## config.mk

```make
export PLATFORM = sky130hd
export DESIGN_NAME = waveform_min_max_envelope
export DESIGN_NICKNAME = d
export VERILOG_FILES = /design/src/rtl/wmme_pkg.sv /design/src/rtl/waveform_min_max_envelope.sv /design/src/rtl/wmme_front.sv /design/src/rtl/wmme_fifo.sv /design/src/rtl/wmme_back.sv
export SDC_FILE = /design/constraint.sdc
export NUM_CORES = 2
export LEC_CHECK = 0
export ABC_CLOCK_PERIOD_IN_PS = 10200
export BUFFER_PORTS_ARGS = -buffer_cell sky130_fd_sc_hd__buf_4
export CAP_MARGIN = 5
export CORE_UTILIZATION = 45
export CTS_BUF_LIST = sky130_fd_sc_hd__clkbuf_16
export DETAILED_ROUTE_END_ITERATION = 8
export HOLD_SLACK_MARGIN = 0.06
export PLACE_DENSITY = 0.6
export SYNTH_ARGS = -nofsm -noshare
export SYNTH_HDL_FRONTEND = slang
export SYNTH_SLANG_ARGS = --single-unit
export TNS_END_PERCENT = 50
```

## constraint.sdc

```tcl
create_clock -name aclk -period 10.2 [get_ports aclk]
set_input_delay 1.02 -clock aclk [delete_from_list [all_inputs] [get_ports aclk]]
set_output_delay 1.02 -clock aclk [all_outputs]
set_load 0.02 [all_outputs]
```

## src/rtl/wmme_pkg.sv

```systemverilog
// ----------------------------------------------------------------------------
// wmme_pkg
// shared types and constants for the min/max waveform envelope block
// ----------------------------------------------------------------------------
package wmme_pkg;

    // register field widths
    localparam int NUM_SAMPLES_W   = 24;
    localparam int BUCKET_COUNT_W  = 13;
    localparam int CHANNEL_COUNT_W = 4;

    // stream payload widths
    localparam int SAMPLE_W = 16;
    localparam int INDEX_W  = 12;
    localparam int MIN_W    = 17;
    localparam int MAX_W    = 16;

    // register map, word index taken from paddr[3:2]
    localparam int          PADDR_W           = 4;
    localparam logic [1:0]  REG_NUM_SAMPLES   = 2'd0;
    localparam logic [1:0]  REG_BUCKET_COUNT  = 2'd1;
    localparam logic [1:0]  REG_CHANNEL_COUNT = 2'd2;

    // running extremes at the start of a bucket (+1.0 and -1.0)
    localparam logic signed [MIN_W-1:0] MIN_START = 17'sd32768;
    localparam logic signed [MAX_W-1:0] MAX_START = -16'sd32768;

    // sample queue between front and back
    localparam int FIFO_DEPTH = 4;
    localparam int FIFO_AW    = 2;

    typedef enum logic [1:0] {
        BK_IDLE,
        BK_SCAN,
        BK_TAIL
    } back_state_t;

    typedef struct packed {
        logic                     last;
        logic                     empty;
        logic signed [MAX_W-1:0]  max;
        logic signed [MIN_W-1:0]  min;
        logic [INDEX_W-1:0]       index;
    } result_t;

endpackage

```

## src/rtl/waveform_min_max_envelope.sv

```systemverilog
// ----------------------------------------------------------------------------
// waveform_min_max_envelope
// min/max peak envelope of channel 0 of an interleaved Q1.15 stream
// ----------------------------------------------------------------------------
// The front accepts a beat whenever the queue has room; beats at channel
// positions other than 0 are dropped there. Channel-0 samples pass through a
// four-deep queue to the bucket engine. While the queue keeps it fed, the
// engine loads the next sample as soon as it has folded in the previous one;
// when the queue has run dry it goes idle and wakes when a sample arrives.
// Each bucket that a sample closes is emitted before the sample is folded in.
// After the last sample of a frame the engine emits the remaining buckets,
// restarts the frame and then wakes from idle for the next sample. Bucket
// bounds come from exact running sums, and frame length times bucket count is
// a registered 24 by 13 bit product. Results leave through a single output
// register, so a stalled m_ side holds the engine when it has a bucket to
// emit, while the queue keeps taking beats until it fills. Any register write
// restarts the frame and the interleave position.
// ----------------------------------------------------------------------------
module waveform_min_max_envelope #(
    parameter int MAX_BUCKETS       = 4096,
    parameter int SAMPLE_COUNT_BITS = 24,
    parameter int MAX_CHANNELS      = 8
) (
    input  logic                          aclk,
    input  logic                          aresetn,
    // apb configuration
    input  logic                          psel,
    input  logic                          penable,
    input  logic                          pwrite,
    input  logic [wmme_pkg::PADDR_W-1:0]  paddr,
    input  logic [31:0]                   pwdata,
    output logic [31:0]                   prdata,
    output logic                          pready,
    // input stream
    input  logic                          s_tvalid,
    output logic                          s_tready,
    input  logic [15:0]                   s_tdata,   // [15:0] sample
    // result stream
    output logic                          m_tvalid,
    input  logic                          m_tready,
    output logic [47:0]                   m_tdata,   // [11:0] bucket_index, [28:12] bucket_min,
                                                     // [44:29] bucket_max, [47:45] zero
    output logic                          m_tuser,   // [0] bucket_empty
    output logic                          m_tlast    // last_bucket
);

    localparam int WB    = $clog2(MAX_BUCKETS + 1);
    localparam int NB    = (SAMPLE_COUNT_BITS < wmme_pkg::NUM_SAMPLES_W) ?
                           SAMPLE_COUNT_BITS : wmme_pkg::NUM_SAMPLES_W;
    localparam int SUM_W = wmme_pkg::NUM_SAMPLES_W + WB;
    localparam int CPW   = (MAX_CHANNELS > 1) ? $clog2(MAX_CHANNELS) : 1;
    localparam int CCW   = $clog2(MAX_CHANNELS + 1);
    localparam logic [wmme_pkg::NUM_SAMPLES_W-1:0] N_MASK =
        wmme_pkg::NUM_SAMPLES_W'((64'd1 << NB) - 64'd1);

    logic [wmme_pkg::NUM_SAMPLES_W-1:0]   num_samples_reg;
    logic [wmme_pkg::BUCKET_COUNT_W-1:0]  bucket_count_reg;
    logic [wmme_pkg::CHANNEL_COUNT_W-1:0] channel_count_reg;
    logic                                 restart_reg;
    logic [SUM_W-1:0]                     nw_reg;

    logic                                 cfg_write;
    logic                                 cfg_hit;
    logic [wmme_pkg::NUM_SAMPLES_W-1:0]   n_masked;
    logic [wmme_pkg::NUM_SAMPLES_W-1:0]   eff_n;
    logic [31:0]                          w32;
    logic [31:0]                          lim32;
    logic [31:0]                          c32;
    logic [WB-1:0]                        eff_w;
    logic [CCW-1:0]                       eff_c;

    logic                                 push;
    logic [wmme_pkg::SAMPLE_W-1:0]        push_data;
    logic                                 pop;
    logic [wmme_pkg::SAMPLE_W-1:0]        pop_data;
    logic                                 fifo_empty;
    logic                                 fifo_full;
    logic                                 out_valid;
    wmme_pkg::result_t                    out_beat;

    // ---------------- configuration port ----------------

    assign pready    = 1'b1;
    assign cfg_write = psel && penable && pwrite && pready;
    assign cfg_hit   = cfg_write && ((paddr[3:2] == wmme_pkg::REG_NUM_SAMPLES) ||
                                     (paddr[3:2] == wmme_pkg::REG_BUCKET_COUNT) ||
                                     (paddr[3:2] == wmme_pkg::REG_CHANNEL_COUNT));

    always_ff @(posedge aclk) begin
        if (!aresetn) begin
            num_samples_reg   <= wmme_pkg::NUM_SAMPLES_W'(1);
            bucket_count_reg  <= wmme_pkg::BUCKET_COUNT_W'(1500);
            channel_count_reg <= wmme_pkg::CHANNEL_COUNT_W'(1);
            restart_reg       <= 1'b0;
        end else begin
            // engine restarts in the cycle after the write, once the new values are in place
            restart_reg <= cfg_hit;
            if (cfg_write) begin
                unique case (paddr[3:2])
                    wmme_pkg::REG_NUM_SAMPLES:
                        num_samples_reg <= pwdata[wmme_pkg::NUM_SAMPLES_W-1:0];
                    wmme_pkg::REG_BUCKET_COUNT:
                        bucket_count_reg <= pwdata[wmme_pkg::BUCKET_COUNT_W-1:0];
                    wmme_pkg::REG_CHANNEL_COUNT:
                        channel_count_reg <= pwdata[wmme_pkg::CHANNEL_COUNT_W-1:0];
                    default: begin
                    end
                endcase
            end
        end
    end

    always_comb begin
        unique case (paddr[3:2])
            wmme_pkg::REG_NUM_SAMPLES:   prdata = 32'(num_samples_reg);
            wmme_pkg::REG_BUCKET_COUNT:  prdata = 32'(bucket_count_reg);
            wmme_pkg::REG_CHANNEL_COUNT: prdata = 32'(channel_count_reg);
            default:                     prdata = '0;
        endcase
    end

    // ---------------- effective frame settings ----------------

    always_comb begin
        n_masked = num_samples_reg & N_MASK;
        eff_n    = (n_masked == '0) ? wmme_pkg::NUM_SAMPLES_W'(1) : n_masked;

        // at most 32 buckets per sample
        lim32 = {3'b000, eff_n, 5'b00000};
        w32   = 32'(bucket_count_reg);
        if (w32 == 32'd0) begin
            w32 = 32'd1;
        end
        if (w32 > 32'(MAX_BUCKETS)) begin
            w32 = 32'(MAX_BUCKETS);
        end
        if (w32 > lim32) begin
            w32 = lim32;
        end
        eff_w = WB'(w32);

        c32 = 32'(channel_count_reg);
        if (c32 == 32'd0) begin
            c32 = 32'd1;
        end
        if (c32 > 32'(MAX_CHANNELS)) begin
            c32 = 32'(MAX_CHANNELS);
        end
        eff_c = CCW'(c32);
    end

    // frame end threshold n*w
    always_ff @(posedge aclk) begin
        nw_reg <= SUM_W'(eff_n) * SUM_W'(eff_w);
    end

    // ---------------- datapath ----------------

    wmme_front #(
        .CPW (CPW),
        .CCW (CCW)
    ) u_front (
        .aclk      (aclk),
        .aresetn   (aresetn),
        .cfg_write (cfg_hit),
        .eff_c     (eff_c),
        .s_tvalid  (s_tvalid),
        .s_tready  (s_tready),
        .s_tdata   (s_tdata),
        .fifo_full (fifo_full),
        .push      (push),
        .push_data (push_data)
    );

    wmme_fifo u_fifo (
        .aclk      (aclk),
        .aresetn   (aresetn),
        .push      (push),
        .push_data (push_data),
        .pop       (pop),
        .pop_data  (pop_data),
        .empty     (fifo_empty),
        .full      (fifo_full)
    );

    wmme_back #(
        .WB    (WB),
        .SUM_W (SUM_W)
    ) u_back (
        .aclk       (aclk),
        .aresetn    (aresetn),
        .restart    (restart_reg),
        .eff_n      (eff_n),
        .eff_w      (eff_w),
        .nw         (nw_reg),
        .fifo_empty (fifo_empty),
        .fifo_data  (pop_data),
        .pop        (pop),
        .m_ready    (m_tready),
        .out_valid  (out_valid),
        .out_beat   (out_beat)
    );

    assign m_tvalid = out_valid;
    assign m_tdata  = {3'b000, out_beat.max, out_beat.min, out_beat.index};
    assign m_tuser  = out_beat.empty;
    assign m_tlast  = out_beat.last;

    // ---------------- assertions ----------------

    // the frame closes on the highest bucket index in use
    a_last_index: assert property (@(posedge aclk) disable iff (!aresetn)
        m_tvalid && m_tlast |-> m_tdata[11:0] == wmme_pkg::INDEX_W'(eff_w - 1'b1))
        else $error("last bucket carries wrong index");

    // a bucket with samples never reports min above max
    a_min_le_max: assert property (@(posedge aclk) disable iff (!aresetn)
        m_tvalid && !m_tuser |->
            $signed(m_tdata[28:12]) <= $signed({m_tdata[44], m_tdata[44:29]}))
        else $error("bucket min above bucket max");

    // an empty bucket reports the start values untouched
    a_empty_start: assert property (@(posedge aclk) disable iff (!aresetn)
        m_tvalid && m_tuser |->
            m_tdata[28:12] == wmme_pkg::MIN_START && m_tdata[44:29] == wmme_pkg::MAX_START)
        else $error("empty bucket with modified extremes");

endmodule

```

## src/rtl/wmme_front.sv

```systemverilog
// ----------------------------------------------------------------------------
// wmme_front
// input side: tracks the interleave position and forwards channel 0 only
// ----------------------------------------------------------------------------
module wmme_front #(
    parameter int CPW = 3,
    parameter int CCW = 4
) (
    input  logic                           aclk,
    input  logic                           aresetn,
    input  logic                           cfg_write,
    input  logic [CCW-1:0]                 eff_c,
    input  logic                           s_tvalid,
    output logic                           s_tready,
    input  logic [wmme_pkg::SAMPLE_W-1:0]  s_tdata,
    input  logic                           fifo_full,
    output logic                           push,
    output logic [wmme_pkg::SAMPLE_W-1:0]  push_data
);

    logic [CPW-1:0] pos_reg;
    logic [CPW-1:0] pos_next;
    logic           accept;

    assign s_tready  = !fifo_full;
    assign accept    = s_tvalid && s_tready;
    assign push      = accept && (pos_reg == '0);
    assign push_data = s_tdata;

    always_comb begin
        pos_next = pos_reg;
        if (cfg_write) begin
            pos_next = '0;
        end else if (accept) begin
            if ((32'(pos_reg) + 32'd1) >= 32'(eff_c)) begin
                pos_next = '0;
            end else begin
                pos_next = CPW'(32'(pos_reg) + 32'd1);
            end
        end
    end

    always_ff @(posedge aclk) begin
        if (!aresetn) begin
            pos_reg <= '0;
        end else begin
            pos_reg <= pos_next;
        end
    end

endmodule

```

## src/rtl/wmme_fifo.sv

```systemverilog
// ----------------------------------------------------------------------------
// wmme_fifo
// short sample queue that decouples the front from the bucket engine
// ----------------------------------------------------------------------------
module wmme_fifo (
    input  logic                           aclk,
    input  logic                           aresetn,
    input  logic                           push,
    input  logic [wmme_pkg::SAMPLE_W-1:0]  push_data,
    input  logic                           pop,
    output logic [wmme_pkg::SAMPLE_W-1:0]  pop_data,
    output logic                           empty,
    output logic                           full
);

    logic [wmme_pkg::SAMPLE_W-1:0] mem [wmme_pkg::FIFO_DEPTH];
    logic [wmme_pkg::FIFO_AW-1:0]  wr_ptr_reg;
    logic [wmme_pkg::FIFO_AW-1:0]  rd_ptr_reg;
    logic [wmme_pkg::FIFO_AW:0]    count_reg;
    logic                          do_push;
    logic                          do_pop;

    assign empty    = (count_reg == '0);
    assign full     = (count_reg == (wmme_pkg::FIFO_AW+1)'(wmme_pkg::FIFO_DEPTH));
    assign do_push  = push && !full;
    assign do_pop   = pop && !empty;
    assign pop_data = mem[rd_ptr_reg];

    always_ff @(posedge aclk) begin
        if (do_push) begin
            mem[wr_ptr_reg] <= push_data;
        end
    end

    always_ff @(posedge aclk) begin
        if (!aresetn) begin
            wr_ptr_reg <= '0;
            rd_ptr_reg <= '0;
            count_reg  <= '0;
        end else begin
            if (do_push) begin
                wr_ptr_reg <= wr_ptr_reg + 1'b1;
            end
            if (do_pop) begin
                rd_ptr_reg <= rd_ptr_reg + 1'b1;
            end
            unique case ({do_push, do_pop})
                2'b10:   count_reg <= count_reg + 1'b1;
                2'b01:   count_reg <= count_reg - 1'b1;
                default: count_reg <= count_reg;
            endcase
        end
    end

endmodule

```

## src/rtl/wmme_back.sv

```systemverilog
// ----------------------------------------------------------------------------
// wmme_back
// bucket engine: boundary tracking with running sums, min/max, result register
// ----------------------------------------------------------------------------
module wmme_back #(
    parameter int WB    = 13,
    parameter int SUM_W = 37
) (
    input  logic                                  aclk,
    input  logic                                  aresetn,
    input  logic                                  restart,
    input  logic [wmme_pkg::NUM_SAMPLES_W-1:0]    eff_n,
    input  logic [WB-1:0]                         eff_w,
    input  logic [SUM_W-1:0]                      nw,
    input  logic                                  fifo_empty,
    input  logic [wmme_pkg::SAMPLE_W-1:0]         fifo_data,
    output logic                                  pop,
    input  logic                                  m_ready,
    output logic                                  out_valid,
    output wmme_pkg::result_t                     out_beat
);

    wmme_pkg::back_state_t state_reg, state_next;

    logic signed [wmme_pkg::SAMPLE_W-1:0] sample_reg, sample_next;
    logic [SUM_W-1:0]                     sample_sum_reg, sample_sum_next;
    logic [SUM_W-1:0]                     bucket_sum_reg, bucket_sum_next;
    logic [WB-1:0]                        cur_reg, cur_next;
    logic signed [wmme_pkg::MIN_W-1:0]    min_reg, min_next;
    logic signed [wmme_pkg::MAX_W-1:0]    max_reg, max_next;
    logic                                 seen_reg, seen_next;
    logic                                 out_valid_reg, out_valid_next;
    wmme_pkg::result_t                    out_reg, out_next;

    logic                                 out_free;
    logic                                 more_closed;
    logic                                 is_last;
    logic                                 do_emit;
    logic                                 emit_last;
    logic                                 do_load;
    logic signed [wmme_pkg::MIN_W-1:0]    sample_ext;

    assign out_free    = !out_valid_reg || m_ready;
    assign more_closed = (bucket_sum_reg < sample_sum_reg) &&
                         (({1'b0, cur_reg} + 1'b1) < {1'b0, eff_w});
    assign is_last     = (({1'b0, cur_reg} + 1'b1) == {1'b0, eff_w});
    assign sample_ext  = {sample_reg[wmme_pkg::SAMPLE_W-1], sample_reg};
    assign pop         = do_load;
    assign out_valid   = out_valid_reg;
    assign out_beat    = out_reg;

    always_comb begin
        state_next      = state_reg;
        sample_next     = sample_reg;
        sample_sum_next = sample_sum_reg;
        bucket_sum_next = bucket_sum_reg;
        cur_next        = cur_reg;
        min_next        = min_reg;
        max_next        = max_reg;
        seen_next       = seen_reg;
        out_valid_next  = m_ready ? 1'b0 : out_valid_reg;
        out_next        = out_reg;
        do_emit         = 1'b0;
        emit_last       = 1'b0;
        do_load         = 1'b0;

        if (restart) begin
            state_next      = wmme_pkg::BK_IDLE;
            sample_sum_next = '0;
            bucket_sum_next = SUM_W'(eff_n);
            cur_next        = '0;
            min_next        = wmme_pkg::MIN_START;
            max_next        = wmme_pkg::MAX_START;
            seen_next       = 1'b0;
        end else begin
            unique case (state_reg)
                wmme_pkg::BK_IDLE: begin
                    if (!fifo_empty) begin
                        do_load    = 1'b1;
                        state_next = wmme_pkg::BK_SCAN;
                    end
                end
                wmme_pkg::BK_SCAN: begin
                    if (more_closed) begin
                        // buckets ending before this sample go out first
                        do_emit = out_free;
                    end else begin
                        if (sample_ext < min_reg) begin
                            min_next = sample_ext;
                        end
                        if (sample_reg > max_reg) begin
                            max_next = sample_reg;
                        end
                        seen_next = 1'b1;
                        if (sample_sum_reg >= nw) begin
                            state_next = wmme_pkg::BK_TAIL;
                        end else if (!fifo_empty) begin
                            do_load = 1'b1;
                        end else begin
                            state_next = wmme_pkg::BK_IDLE;
                        end
                    end
                end
                wmme_pkg::BK_TAIL: begin
                    if (cur_reg < eff_w) begin
                        do_emit   = out_free;
                        emit_last = is_last;
                    end else begin
                        state_next      = wmme_pkg::BK_IDLE;
                        sample_sum_next = '0;
                        bucket_sum_next = SUM_W'(eff_n);
                        cur_next        = '0;
                        min_next        = wmme_pkg::MIN_START;
                        max_next        = wmme_pkg::MAX_START;
                        seen_next       = 1'b0;
                    end
                end
                default: begin
                    state_next = wmme_pkg::BK_IDLE;
                end
            endcase
        end

        if (do_load) begin
            sample_next     = fifo_data;
            sample_sum_next = sample_sum_reg + SUM_W'(eff_w);
        end

        if (do_emit) begin
            out_valid_next  = 1'b1;
            out_next.index  = wmme_pkg::INDEX_W'(cur_reg);
            out_next.min    = min_reg;
            out_next.max    = max_reg;
            out_next.empty  = !seen_reg;
            out_next.last   = emit_last;
            cur_next        = cur_reg + 1'b1;
            bucket_sum_next = bucket_sum_reg + SUM_W'(eff_n);
            min_next        = wmme_pkg::MIN_START;
            max_next        = wmme_pkg::MAX_START;
            seen_next       = 1'b0;
        end
    end

    always_ff @(posedge aclk) begin
        if (!aresetn) begin
            state_reg      <= wmme_pkg::BK_IDLE;
            sample_sum_reg <= '0;
            bucket_sum_reg <= SUM_W'(1);
            cur_reg        <= '0;
            min_reg        <= wmme_pkg::MIN_START;
            max_reg        <= wmme_pkg::MAX_START;
            seen_reg       <= 1'b0;
            out_valid_reg  <= 1'b0;
        end else begin
            state_reg      <= state_next;
            sample_sum_reg <= sample_sum_next;
            bucket_sum_reg <= bucket_sum_next;
            cur_reg        <= cur_next;
            min_reg        <= min_next;
            max_reg        <= max_next;
            seen_reg       <= seen_next;
            out_valid_reg  <= out_valid_next;
        end
    end

    always_ff @(posedge aclk) begin
        sample_reg <= sample_next;
        out_reg    <= out_next;
    end

endmodule
```

==> metrics.cfg <==
[sta]
fin_setup_tns_ns=0
finalCriticalPeriod_ns=9.50
fin_skew_ns=0.0233
worst_slew_pin_slew_ns=1.13
grt_setup_unrepaired=false
relSlewSlack=0.237
final.period_utilization=0.931
max_freq_mhz=105
setup_violations=0
hold_viol_final=0
final-max-slew-violation-count=0

[synth]
yosys.area.top_type_share=0.174
synth-seq-area-share=0.286
synth_edf_count=127
yosysUniqueCellTypes=86
synthTopCellsByArea=fa_1, dfxtp_1, edfxtp_1
yosys.area.top_type=fa_1
synthCells=3079
synth-seq-cells=340
ys.flop_type=dfxtp_1
yosys_warnings=0
avgSynthCellArea_um2=9.16
syn_area_um2=28200
async_flop_share=0

[power]
power_leakage_uw=0.0143
ir_drop_mv=0.133
power.total_uw=4920
cellPowerDensity_nw_per_um2=157

[setup_path]
cp_max_fo=18
cpPeakStageDelay_ns=0.66
cp-start-kind=flip-flop
cpMostUsedCell=fa_1
crit_path_end_kind=flip-flop
crit_buf_inv=6
crit_required_ns=10.66
rrSetupSlack_ns=0.70
path_delay_family=adder cells
cp_slowest_cell=o311ai_4
cp.arrival_ns=9.96
worstSetupPathType=flip-flop to flip-flop

[routing]
vias_per_cell=5.39
first_iter_violations=1539
dr.pass1.iters=5
postRouteAntennaNets=0
drc=0
wl_per_cell_um=18.3
vias=21600
wirelength_um=73500

[floorplanning]
row_count=91
dieWidth_um=252
die_area_um2=63700
die_y_um=252
core-area_um2=61800
start_util=0.456
io_pins=144

[clock_tree]
cts.clk_slew.worst_paths_ns=0.06
post_cts.repair.setup_buffers=0
root_buffer=clkbuf_16
cts_tree=yes
htreeDepth=2
postCtsHoldBufs=0
cts_buffers=39
clock_path_buffers=3
cts_resized=0
clock-sinks=340
clkLatencyLatePin_ns=0.58

[grt]
grt_pass1_vias=22000
grt_max_degree=80
grt.total_usage=0.239
grt_pass1_wl_um=120000
overflow=0
antenna_found_initial=0

[final_layout]
drive_above_1_share=0.0939
fin_nets=3723
synthToLayoutAreaGrowth_pct=10.9
largest-register=u_fifo.mem
largest_register_ffs=64

[placement]
dp_hpwl_um=56000
port_buffers=121
gp_congestion=0.906

[min_path]
worst_hold_path_type=flip-flop to flip-flop

[run]
cap_violations=0

[run_status]
status=finished clean

## cells in the mapped netlist, drive strengths merged, types with 23 or more instances
master    n
a211oi   34
a21o     54
a21oi   179
and2     90
and3     42
buf      43
clkbuf  125
dfxtp   213
edfxtp  127
fa      245
ha      273
inv     466
mux2i    56
nand2   353
nand3    68
nand4    27
nor2    188
nor2b    43
nor3     37
o21a     23
o21ai    81
xnor2    57
## per-layer routing
layer  up-vias  GRT usage  wire length (um)
li1      10300          -                 -
met1     10700      0.325             33500
met2       547      0.399             34600
met3       107     0.0297              3460
met4         0     0.0661              1950
met5         -          0                 0
## final timing paths
path / startpoint / endpoint / cells past startpoint
max: n_masked[15] / nw_reg[36] / 31
min: u_back.min_reg[15] / u_back.out_beat[27] / 0
max reg2reg: n_masked[15] / nw_reg[36] / 31
min reg2reg: u_back.min_reg[15] / u_back.out_beat[27] / 0
## cell families (layout without fill, tap and decap cells)
kind of cell / count (synthesis) / in the layout / synth area share
xor+xnor: 78 / 78 / 0.0242
mux: 77 / 77 / 0.0347
other cells: 2 / 13 / 0.000266
flops: 340 / 340 / 0.286
compound gates: 487 / 487 / 0.112
buf+inv: 641 / 727 / 0.0880
simple gates: 936 / 936 / 0.159
fa+ha+maj: 518 / 518 / 0.295
## where the power goes
| group | leakage (uW) | internal (uW) | switching [uW] |
|---|---|---|---|
| Clock | 0.000641 | 805 | 600 |
| Combinational | 0.0107 | 666 | 1030 |
| Sequential | 0.00291 | 1650 | 172 |
| Total | 0.0143 | 3120 | 1800 |
## cell usage in the layout, fill, tap and decap left out, types with 39 or more instances in the layout
cell	count
a21o_1	54
a21oi_1	178
and2_1	89
and3_1	42
buf_4	183
clkbuf_16	39
dfxtp_1	213
edfxtp_1	127
fa_1	245
ha_1	273
inv_1	473
mux2i_1	55
nand2_1	352
nand3_1	68
nor2_1	187
nor2b_1	42
o21ai_0	78
xnor2_1	57
## layout make-up
type / count / area, um^2
Multi-Input combinational cell: 2108 / 17700
Fill cell: 5777 / 30600
Antenna cell: 1 / 2.50
Clock inverter: 31 / 278
Timing Repair Buffer: 184 / 1390
Clock buffer: 39 / 976
Tap cell: 837 / 1050
Inverter: 473 / 1780
Sequential cell: 340 / 8080
## stage by stage
step                worst slack [ns]  cell area [um^2]  utilization  hold slack (ns)  cells
detailed placement             0.830             30000        0.485            0.423   3941
global route                   0.210             31300        0.506            0.446   4012
global placement               0.979             30000        0.485            0.419   3941
CTS                            0.804             31300        0.506            0.435   4011
finish                         0.704             31300        0.506            0.444   4013
floorplan                       1.79             28200            -            0.408   3089
Power figures use the tool's default switching activity.
